$ cat config.mk
export PLATFORM = sky130hd
export DESIGN_NAME = intra4x4_luma_predictor_core
export DESIGN_NICKNAME = d
export VERILOG_FILES = /design/src/rtl/i4lp_pkg.sv /design/src/rtl/i4lp_pred.sv /design/src/rtl/intra4x4_luma_predictor_core.sv
export SDC_FILE = /design/constraint.sdc
export NUM_CORES = 1
export LEC_CHECK = 0
export ABC_AREA = 1
export BUFFER_PORTS_ARGS = -buffer_cell sky130_fd_sc_hd__buf_2
export CORE_MARGIN = 8
export CORE_UTILIZATION = 25
export CTS_BUF_LIST = sky130_fd_sc_hd__clkbuf_4 sky130_fd_sc_hd__clkbuf_8
export DETAILED_ROUTE_END_ITERATION = 10
export MAX_ROUTING_LAYER = met4
export SKIP_LAST_GASP = 1
export SLEW_MARGIN = 20
export SYNTH_ARGS = -nofsm -noshare
export SYNTH_HDL_FRONTEND = slang
export SYNTH_SLANG_ARGS = --single-unit
$ cat constraint.sdc
create_clock -name i_clk -period 9.5 [get_ports i_clk]
set_input_delay 0.475 -clock i_clk [delete_from_list [all_inputs] [get_ports i_clk]]
set_output_delay 0.475 -clock i_clk [all_outputs]
set_load 0.01 [all_outputs]
$ cat src/rtl/i4lp_pkg.sv
package i4lp_pkg;

    localparam logic [3:0] MODE_VERT   = 4'd0;
    localparam logic [3:0] MODE_HOR    = 4'd1;
    localparam logic [3:0] MODE_DC     = 4'd2;
    localparam logic [3:0] MODE_DDL    = 4'd3;
    localparam logic [3:0] MODE_DDR    = 4'd4;
    localparam logic [3:0] MODE_VR     = 4'd5;
    localparam logic [3:0] MODE_HD     = 4'd6;
    localparam logic [3:0] MODE_VL     = 4'd7;
    localparam logic [3:0] MODE_HU     = 4'd8;
    localparam logic [3:0] MODE_DCLEFT = 4'd9;
    localparam logic [3:0] MODE_DCTOP  = 4'd10;
    localparam logic [3:0] MODE_DC128  = 4'd11;

    localparam logic [31:0] FLAT_128  = 32'h8080_8080;
    localparam logic [1:0]  LAST_ROW  = 2'd3;

    typedef struct packed {
        logic [3:0]  op;
        logic [1:0]  block_col;
        logic [1:0]  block_row;
        logic [15:0] topright_mask;
        logic [7:0]  corner_pixel;
        logic [31:0] top_pixels;
        logic [31:0] topright_pixels;
        logic [31:0] left_pixels;
    } t_in_item;

    typedef struct packed {
        logic [31:0] row_pixels;
        logic [1:0]  row_number;
        logic        last;
        logic        mode_error;
    } t_out_item;

    typedef struct packed {
        logic [3:0][31:0] rows;
        logic             err;
    } t_blk;

    function automatic logic [7:0] avg2(input logic [7:0] a, input logic [7:0] b);
        logic [8:0] s;
        s = {1'b0, a} + {1'b0, b} + 9'd1;
        return s[8:1];
    endfunction

    function automatic logic [7:0] filt3(input logic [7:0] a, input logic [7:0] b,
                                         input logic [7:0] c);
        logic [9:0] s;
        s = {2'b00, a} + {1'b0, b, 1'b0} + {2'b00, c} + 10'd2;
        return s[9:2];
    endfunction

    function automatic logic [31:0] splat(input logic [7:0] v);
        return {v, v, v, v};
    endfunction

endpackage

$ cat src/rtl/i4lp_pred.sv
module i4lp_pred (
    input  i4lp_pkg::t_in_item i_req,
    output i4lp_pkg::t_blk     o_blk
);
    import i4lp_pkg::*;

    logic [7:0] t [8];
    logic [7:0] l [4];
    logic [7:0] p [10];
    logic [7:0] m;
    logic [3:0] z;
    logic       tr_avail;
    logic [10:0] sum_all;
    logic [9:0]  sum_l;
    logic [9:0]  sum_t;

    assign z        = {i_req.block_row[1], i_req.block_col[1],
                       i_req.block_row[0], i_req.block_col[0]};
    assign tr_avail = i_req.topright_mask[4'd15 - z];
    assign m        = i_req.corner_pixel;

    always_comb begin
        for (int k = 0; k < 4; k++) begin
            t[k] = i_req.top_pixels[8*k +: 8];
            l[k] = i_req.left_pixels[8*k +: 8];
            if (!tr_avail && (i_req.op == MODE_DDL || i_req.op == MODE_VL)) begin
                t[4+k] = i_req.top_pixels[31:24];
            end else begin
                t[4+k] = i_req.topright_pixels[8*k +: 8];
            end
        end
    end

    assign sum_t   = {2'b00, t[0]} + {2'b00, t[1]} + {2'b00, t[2]} + {2'b00, t[3]};
    assign sum_l   = {2'b00, l[0]} + {2'b00, l[1]} + {2'b00, l[2]} + {2'b00, l[3]};
    assign sum_all = {1'b0, sum_t} + {1'b0, sum_l} + 11'd4;

    always_comb begin
        logic [9:0] dc4;
        dc4 = 10'd0;
        for (int k = 0; k < 10; k++) begin
            p[k] = 8'd0;
        end
        o_blk.err  = 1'b0;
        o_blk.rows = '0;
        unique case (i_req.op)
            MODE_VERT: begin
                for (int k = 0; k < 4; k++) o_blk.rows[k] = {t[3], t[2], t[1], t[0]};
            end
            MODE_HOR: begin
                for (int k = 0; k < 4; k++) o_blk.rows[k] = splat(l[k]);
            end
            MODE_DC: begin
                for (int k = 0; k < 4; k++) o_blk.rows[k] = splat(sum_all[10:3]);
            end
            MODE_DDL: begin
                for (int k = 0; k < 6; k++) p[k] = filt3(t[k], t[k+1], t[k+2]);
                p[6] = filt3(t[6], t[7], t[7]);
                for (int k = 0; k < 4; k++) begin
                    o_blk.rows[k] = {p[k+3], p[k+2], p[k+1], p[k]};
                end
            end
            MODE_DDR: begin
                p[0] = filt3(l[1], l[2], l[3]);
                p[1] = filt3(l[0], l[1], l[2]);
                p[2] = filt3(m, l[0], l[1]);
                p[3] = filt3(t[0], m, l[0]);
                p[4] = filt3(t[1], t[0], m);
                p[5] = filt3(t[2], t[1], t[0]);
                p[6] = filt3(t[3], t[2], t[1]);
                for (int k = 0; k < 4; k++) begin
                    o_blk.rows[k] = {p[6-k], p[5-k], p[4-k], p[3-k]};
                end
            end
            MODE_VR: begin
                p[0] = filt3(l[1], l[0], m);
                p[1] = avg2(m, t[0]);
                p[2] = avg2(t[0], t[1]);
                p[3] = avg2(t[1], t[2]);
                p[4] = avg2(t[2], t[3]);
                p[5] = filt3(l[2], l[1], l[0]);
                p[6] = filt3(l[0], m, t[0]);
                p[7] = filt3(m, t[0], t[1]);
                p[8] = filt3(t[0], t[1], t[2]);
                p[9] = filt3(t[1], t[2], t[3]);
                o_blk.rows[0] = {p[4], p[3], p[2], p[1]};
                o_blk.rows[1] = {p[9], p[8], p[7], p[6]};
                o_blk.rows[2] = {p[3], p[2], p[1], p[0]};
                o_blk.rows[3] = {p[8], p[7], p[6], p[5]};
            end
            MODE_HD: begin
                p[0] = avg2(l[2], l[3]);
                p[1] = filt3(l[1], l[2], l[3]);
                p[2] = avg2(l[1], l[2]);
                p[3] = filt3(l[0], l[1], l[2]);
                p[4] = avg2(l[0], l[1]);
                p[5] = filt3(m, l[0], l[1]);
                p[6] = avg2(m, l[0]);
                p[7] = filt3(t[0], m, l[0]);
                p[8] = filt3(t[1], t[0], m);
                p[9] = filt3(t[2], t[1], t[0]);
                for (int k = 0; k < 4; k++) begin
                    o_blk.rows[k] = {p[9-2*k], p[8-2*k], p[7-2*k], p[6-2*k]};
                end
            end
            MODE_VL: begin
                for (int k = 0; k < 5; k++) begin
                    p[k]   = avg2(t[k], t[k+1]);
                    p[5+k] = filt3(t[k], t[k+1], t[k+2]);
                end
                o_blk.rows[0] = {p[3], p[2], p[1], p[0]};
                o_blk.rows[1] = {p[8], p[7], p[6], p[5]};
                o_blk.rows[2] = {p[4], p[3], p[2], p[1]};
                o_blk.rows[3] = {p[9], p[8], p[7], p[6]};
            end
            MODE_HU: begin
                p[0] = avg2(l[0], l[1]);
                p[1] = filt3(l[0], l[1], l[2]);
                p[2] = avg2(l[1], l[2]);
                p[3] = filt3(l[1], l[2], l[3]);
                p[4] = avg2(l[2], l[3]);
                p[5] = filt3(l[2], l[3], l[3]);
                for (int k = 6; k < 10; k++) p[k] = l[3];
                for (int k = 0; k < 4; k++) begin
                    o_blk.rows[k] = {p[2*k+3], p[2*k+2], p[2*k+1], p[2*k]};
                end
            end
            MODE_DCLEFT: begin
                dc4 = sum_l + 10'd2;
                for (int k = 0; k < 4; k++) o_blk.rows[k] = splat(dc4[9:2]);
            end
            MODE_DCTOP: begin
                dc4 = sum_t + 10'd2;
                for (int k = 0; k < 4; k++) o_blk.rows[k] = splat(dc4[9:2]);
            end
            MODE_DC128: begin
                for (int k = 0; k < 4; k++) o_blk.rows[k] = FLAT_128;
            end
            default: begin
                o_blk.err = 1'b1;
            end
        endcase
    end

endmodule

$ cat src/rtl/intra4x4_luma_predictor_core.sv
// channel | direction | handshake                  | payload
// in      | input     | i_in_valid / o_in_stall    | i_in  (t_in_item)
// out     | output    | o_out_valid / i_out_stall  | o_out (t_out_item, one row)
//
// One block request is registered, predicted in a single combinational pass into
// the row buffer, and drained one row per cycle unless stalled (a single error row
// for an illegal mode). The row buffer drain sets the rate; the request register
// refills while the previous block drains, so blocks stream back to back.
// Synchronous active-low reset empties both stages. A stall holds the current row.
module intra4x4_luma_predictor_core (
    input  logic                 i_clk,
    input  logic                 i_rst_n,
    input  logic                 i_in_valid,
    output logic                 o_in_stall,
    input  i4lp_pkg::t_in_item   i_in,
    output logic                 o_out_valid,
    input  logic                 i_out_stall,
    output i4lp_pkg::t_out_item  o_out
);
    import i4lp_pkg::*;

    t_in_item   r_req;
    logic       r_req_vld;
    t_blk       r_blk;
    logic       r_blk_vld;
    logic [1:0] r_row;
    logic [1:0] n_row;
    t_blk       pred_blk;
    logic       out_take;
    logic       out_last;
    logic       blk_load;
    logic       in_take;

    i4lp_pred u_pred (
        .i_req (r_req),
        .o_blk (pred_blk)
    );

    assign out_last = r_blk.err || (r_row == LAST_ROW);
    assign out_take = r_blk_vld && !i_out_stall;
    assign blk_load = r_req_vld && (!r_blk_vld || (out_take && out_last));
    assign in_take  = i_in_valid && !o_in_stall;

    assign o_in_stall  = r_req_vld && !blk_load;
    assign o_out_valid = r_blk_vld;

    always_comb begin
        o_out.row_pixels = r_blk.rows[r_row];
        o_out.row_number = r_row;
        o_out.last       = out_last;
        o_out.mode_error = r_blk.err;
        if (r_blk.err) begin
            o_out.row_pixels = '0;
        end
    end

    always_comb begin
        n_row = r_row;
        if (blk_load) begin
            n_row = 2'd0;
        end else if (out_take) begin
            n_row = r_row + 2'd1;
        end
    end

    always_ff @(posedge i_clk) begin
        if (!i_rst_n) begin
            r_req_vld <= 1'b0;
            r_blk_vld <= 1'b0;
            r_row     <= 2'd0;
        end else begin
            r_row <= n_row;
            if (in_take) begin
                r_req_vld <= 1'b1;
            end else if (blk_load) begin
                r_req_vld <= 1'b0;
            end
            if (blk_load) begin
                r_blk_vld <= 1'b1;
            end else if (out_take && out_last) begin
                r_blk_vld <= 1'b0;
            end
        end
    end

    always_ff @(posedge i_clk) begin
        if (in_take) begin
            r_req <= i_in;
        end
        if (blk_load) begin
            r_blk <= pred_blk;
        end
    end

endmodule

==> flow_metrics.py, run 1 <==
metrics = {
    "global_route": {
        "grt_overflow": 0,
        "grt_usage_pct": 22.26,
        "grt_first_pass_wirelength_um": 184300,
        "antenna_found_initial": 7,
        "grt_max_degree": 77,
        "grt_pass1_vias": 25660,
    },
    "timing": {
        "min_period_ns": 6.210,
        "slew-limit-headroom_pct": 26.74,
        "finalHoldViolCount": 0,
        "rsz0062_at_grt": "false",
        "fin_setup_tns_ns": 0,
        "setup_viol": 0,
        "clock_skew_ns": 0.03129,
        "report.final.slew_viol_count": 0,
        "fmax_mhz": 161.0,
        "whs_ns": 0.02839,
        "fin_crit_sh_pct": 65.37,
        "worstMarginPinSlew_ns": 1.087,
    },
    "synthesis": {
        "ys_types": 60,
        "yosysWarnings": 0,
        "netlist_area_mm2": 0.02617,
        "synth.yosys.seq_area_share_pct": 29.79,
        "syn-instance-count": 3443,
        "ys_seq_elements": 261,
        "synth.net_count": 3919,
        "synth-async-reset-ratio_pct": 0,
        "synth_edf_count": 257,
        "synth_ff_type": "edfxtp_1",
        "postSynthAreaPerCell_um2": 7.601,
    },
    "route": {
        "drc": 0,
        "vias_per_cell": 5.112,
        "antenna_left": 0,
        "first_pass_iters": 6,
        "wl_per_cell_um": 25.17,
        "vias": 26410,
        "wl_um": 130000,
        "drt_iter0_drc": 2787,
    },
    "clock_network": {
        "htree_num_levels": 2,
        "cts_tree": "built",
        "cts_root_buf": "clkbuf_8",
        "cts_sinks": 261,
        "clk_path_buf_depth": 3,
        "clock_latency_ns": 0.68,
        "path_clk_slew_ns": 0.07,
        "cts_buffers": 47,
        "cts_resized": 0,
    },
    "setup_path": {
        "regToRegStartpoint": "r_req[3]",
        "cp-startpoint": "r_req[3]",
        "crit_path_max_incr_delay_ns": 0.59,
        "reg2regPathDepth": 27,
        "start_kind": "register",
        "cp_num_cells": 27,
        "worstPathRequired_ns": 9.90,
        "r2r_end": "r_blk[128]",
        "crit_end": "r_blk[128]",
        "rrSetupSlack_ns": 3.29,
        "cp_top_family": "adder cells",
        "worstPathArrival_ns": 6.60,
        "crit_path_end_kind": "register",
        "path_class": "reg -> reg",
        "worstPathMaxFanout": 7,
        "path_buf_inv": 2,
        "cp_slowest_cell": "edfxtp_1",
    },
    "finish": {
        "final_nets": 4217,
        "multi_input_area_mm2": 0.01635,
        "fin_cells": 5166,
        "layout-drive-gt1-share_pct": 10.58,
        "final_cell_mix": "nand2_1, inv_1, nor2_1, edfxtp_1, ha_1",
        "fillCellCount": 11250,
        "syn_to_final_growth_pct": 18.22,
        "layout_commonest_cell": "nand2_1",
        "ff_latch_area_mm2": 0.007799,
    },
    "floorplan": {
        "die-width_um": 339.6,
        "die_area_mm2": 0.1153,
        "io_pins": 170,
        "rows": 118,
        "start_util_pct": 25.25,
        "core-area_mm2": 0.1036,
        "chipHeight_um": 339.6,
    },
    "place": {
        "gp_congestion": 1.072,
        "dp_hpwl_um": 105200,
        "portBuffers": 169,
        "post-place-cells": 4950,
    },
    "pwr": {
        "powerDensity_mw_per_mm2": 194.1,
        "vdd_ir_drop_max_uv": 112.4,
        "power_mw": 6.005,
        "power.leakage_nw": 14.75,
    },
    "run": {
        "maxCapViolCount": 0,
    },
    "run_status": {
        "outcome": "finished clean",
    },
    "min_path": {
        "min_path_type": "in -> reg",
    },
}
==> cell families (layout without fill, tap and decap cells) <==
kind of cell / after synthesis / in the layout / share of synthesized area [%]
and+or+nand+nor: 1708 / 1708 / 28.64
buffers and inverters: 543 / 879 / 7.874
AOI/OAI and AO/OA: 513 / 513 / 11.37
adders and majority gates: 344 / 344 / 19.54
DFF: 261 / 261 / 29.79
xor gates and xnor gates: 74 / 74 / 2.778
other: 0 / 7 / 0
==> registers in the layout (all words and copies together), names as in the netlist <==
signal	cells
r_req	128
o_out_valid	1
r_row	2
r_req_vld	1
r_blk	128
o_out	1
==> repair_timing <==
action | 4_1_cts | 5_1_grt
endpoints found under the hold margin | 122 | 0
setup buffers | 0 | 0
endpoints found under the setup margin | 0 | 0
hold buffers | 122 | 0
==> power breakdown <==
group / internal (mW) / switching, mW / leakage (nW) / total (mW)
Sequential: 1.47 / 0.0928 / 2.51 / 1.56
Combinational: 1.05 / 2.26 / 11.8 / 3.32
Clock: 0.572 / 0.553 / 0.487 / 1.13
Total: 3.10 / 2.91 / 14.8 / 6.01
==> how the worst min path moves through the flow <==
stage	start	slack, ns	cells past startpoint	to
floorplan	r_req_vld	0.47	2	o_out_valid
global placement	o_out_valid	0.50	2	r_row[1]
detailed placement	o_out_valid	0.51	2	r_row[1]
CTS	i_in[73]	0.002	1	r_req[73]
global route	i_in[73]	0.01	1	r_req[73]
finish	i_in[73]	0.03	1	r_req[73]
==> per-stage QoR <==
stage	cell area, um2	util (%)	setup WS (ns)
finish	30940	29.85	3.290
detailed placement	28740	27.72	3.367
global placement	28740	27.72	3.373
floorplan	26170	-	2.626
CTS	30920	29.83	3.351
global route	30930	29.85	2.887
==> metal layers <==
| layer | part of all wire, % | up-vias | track usage [%] | routed length, um |
|---|---|---|---|---|
| met4 | 6.2 | 0 | 11.63 | 8080 |
| li1 | - | 12220 | - | - |
| met1 | 41 | 12620 | 27.40 | 53440 |
| met5 | 0 | - | - | 0 |
| met3 | 7.9 | 283 | 4.191 | 10280 |
| met2 | 45 | 1293 | 34.65 | 58250 |
==> area by class of cell <==
type | count | share of cell area (%)
Multi-Input combinational cell | 2639 | 52.83
Sequential cell | 261 | 25.21
Antenna cell | 7 | 0.05662
Timing Repair Buffer | 325 | 7.506
Inverter | 467 | 5.698
Clock buffer | 56 | 2.329
Tap cell | 1380 | 5.581
Clock inverter | 31 | 0.7926
==> cells in the mapped netlist, drive strengths merged (20+ instances only) <==
cell | n | area [um2]
nand2 | 795 | 3024
inv | 464 | 1747
nor2 | 402 | 1531
edfxtp | 257 | 7717
ha | 236 | 2953
nand3 | 231 | 1214
a21oi | 196 | 1007
o21ai | 194 | 1005
fa | 108 | 2162
nand4 | 92 | 590.6
nor3 | 69 | 345.3
clkbuf | 65 | 244.0
xor2 | 55 | 541.8
or2 | 46 | 287.8
nand3b | 33 | 247.7
nor4 | 32 | 200.2
o2111ai | 20 | 175.2
No activity file was read; power rests on OpenSTA's default activity.
==> inputs of run 2 (changes only) <==
==> constraint.sdc (replaced) <==
create_clock -name i_clk -period 5.76 [get_ports i_clk]
set_input_delay 0.288 -clock i_clk [delete_from_list [all_inputs] [get_ports i_clk]]
set_output_delay 0.288 -clock i_clk [all_outputs]
set_load 0.01 [all_outputs]
==> run 2 against run 1 <==
Register-to-register slack worse by 2.9 ns. Sequential cell count is the same. Clock skew up 0.019 ns. Count of clock-buffer cells in the layout is 1 lower. Hold slack improved by 0.28 ns. Clock power up 74%. Highest routed layer unchanged.
==> flow_metrics.py, run 2 (same netlist as run 1, synthesis figures left out) <==
metrics = {
    "run_status": {
        "outcome": "finished clean",
    },
    "timing": {
        "slew-limit-headroom_pct": 27.50,
        "fmax_mhz": 185.7,
        "rsz0062_at_grt": "false",
        "finalHoldViolCount": 0,
        "fin_crit_sh_pct": 93.49,
        "report.final.slew_viol_count": 0,
        "clock_skew_ns": 0.05026,
        "setup_viol": 0,
        "worstMarginPinSlew_ns": 1.060,
        "fin_setup_tns_ns": 0,
        "min_period_ns": 5.385,
    },
    "setup_path": {
        "worstPathMaxFanout": 9,
        "reg2regPathDepth": 26,
        "worstPathRequired_ns": 6.18,
        "crit_path_end_kind": "register",
        "cp_slowest_cell": "fa_2",
        "start_kind": "register",
        "cp-startpoint": "r_req[8]",
        "regToRegStartpoint": "r_req[8]",
        "crit_path_max_incr_delay_ns": 0.47,
        "path_class": "reg -> reg",
        "worstPathArrival_ns": 5.81,
        "r2r_end": "r_blk[127]",
        "crit_end": "r_blk[127]",
        "rrSetupSlack_ns": 0.37,
        "cpMostUsedCell": "nand2_1",
    },
    "finish": {
        "syn_to_final_growth_pct": 20.85,
        "final_nets": 4291,
        "ff_latch_area_mm2": 0.007799,
        "layout_commonest_cell": "nand2_1",
        "fillCellCount": 11150,
        "final_cell_mix": "nand2_1, inv_1, nor2_1, edfxtp_1, ha_1",
        "reg.largest.list": "r_blk: 128 flops, r_req: 128 flops, r_row: 2 flops",
        "multi_input_area_mm2": 0.01639,
        "layout-drive-gt1-share_pct": 12.23,
    },
    "route": {
        "antenna_left": 0,
        "vias_per_cell": 5.095,
        "wl_per_cell_um": 25.01,
        "wl_um": 131000,
        "first_pass_iters": 6,
        "vias": 26680,
        "drt_iter0_drc": 3155,
        "drc": 0,
    },
    "clock_network": {
        "htree_num_levels": 2,
        "path_clk_slew_ns": 0.07,
        "cts_sinks": 261,
        "cts_tree": "built",
        "cts_root_buf": "clkbuf_8",
        "cts_buffers": 48,
        "clock_latency_ns": 0.70,
        "clk_path_buf_depth": 3,
    },
    "floorplan": {
        "core-area_mm2": 0.1036,
        "start_util_pct": 25.25,
        "rows": 118,
        "die_area_mm2": 0.1153,
        "io_pins": 170,
        "chipHeight_um": 339.6,
        "die-width_um": 339.6,
    },
    "min_path": {
        "min_from": "i_in_valid",
        "min_path_type": "in -> reg",
    },
    "place": {
        "dp_hpwl_um": 106000,
        "portBuffers": 169,
        "gp_congestion": 1.033,
    },
    "pwr": {
        "vdd_ir_drop_max_uv": 230.5,
        "power.leakage_nw": 15.15,
        "powerDensity_mw_per_mm2": 319.5,
        "power_mw": 10.10,
    },
    "global_route": {
        "antenna_found_initial": 8,
        "grt_first_pass_wirelength_um": 185600,
        "grt_max_degree": 130,
        "grt_pass1_vias": 26090,
        "grt_overflow": 0,
        "grt_usage_pct": 22.49,
    },
    "run": {
        "maxCapViolCount": 0,
    },
}
run 2: report_power, final:
part,switching (mW),internal (mW)
registers,0.104,2.42
clock network,0.911,1.06
logic,3.80,1.80
run 2: final cells by class:
class,count,share of cell area (%)
clock inverters,32,0.9732
well taps,1380,5.459
repair buffers,398,9.225
inverters,467,5.574
clock buffers,55,2.255
diodes,5,0.03956
multi-input cells,2639,51.82
flip-flops and latches,261,24.66
run 2: timing repair:
item / 4_1_cts / 5_1_grt
resized for setup: 0 / 13
buffers inserted: 0 / 5
endpoints found under the setup margin: 0 / 17
endpoints found under the hold margin: 132 / 0
hold buffers: 131 / 0
run 2: worst min-delay path by stage:
stage,cells past startpoint,to,slack (ns)
after global placement,1,r_req[46],0.47
after detailed placement,1,r_req[29],0.47
final,3,r_req[49],0.31
after floorplan,0,r_req[0],0.39
after global routing,2,r_req[49],0.29
after CTS,2,r_req[41],0.25
run 2: per-stage QoR:
stage | hold slack [ns] | worst slack [ns] | util, % | instances | area [um2]
after CTS | 0.2471 | 0.1541 | 30.43 | 5227 | 31540
final | 0.3100 | 0.3749 | 30.52 | 5237 | 31630
after detailed placement | 0.4661 | 0.1700 | 28.18 | 5009 | 29210
after floorplan | 0.3869 | 0.7391 | - | 3443 | 26170
after global placement | 0.4653 | 0.2710 | 28.18 | 5009 | 29210
after global routing | 0.2908 | 0.01273 | 30.51 | 5236 | 31630
run 2: metal layers:
layer  vias to the layer above  global-route usage [%]  routed length [um]
met2                      1291                   35.37               59230
met1                     12710                   27.48               53600
met5                         -                       -                   0
li1                      12370                       -                   -
met3                       311                   4.118                9926
met4                         0                   11.71                8253
run 2: worst max-delay path: cells and delay by family (launching register included):
kind                     cells  cell delay (ns)
XOR/XNOR                     1             0.41
adder cells (fa/ha/maj)      7             2.40
buffers and inverters        4             0.34
flip-flops                   1             0.40
AND/OR/NAND/NOR             14             1.57
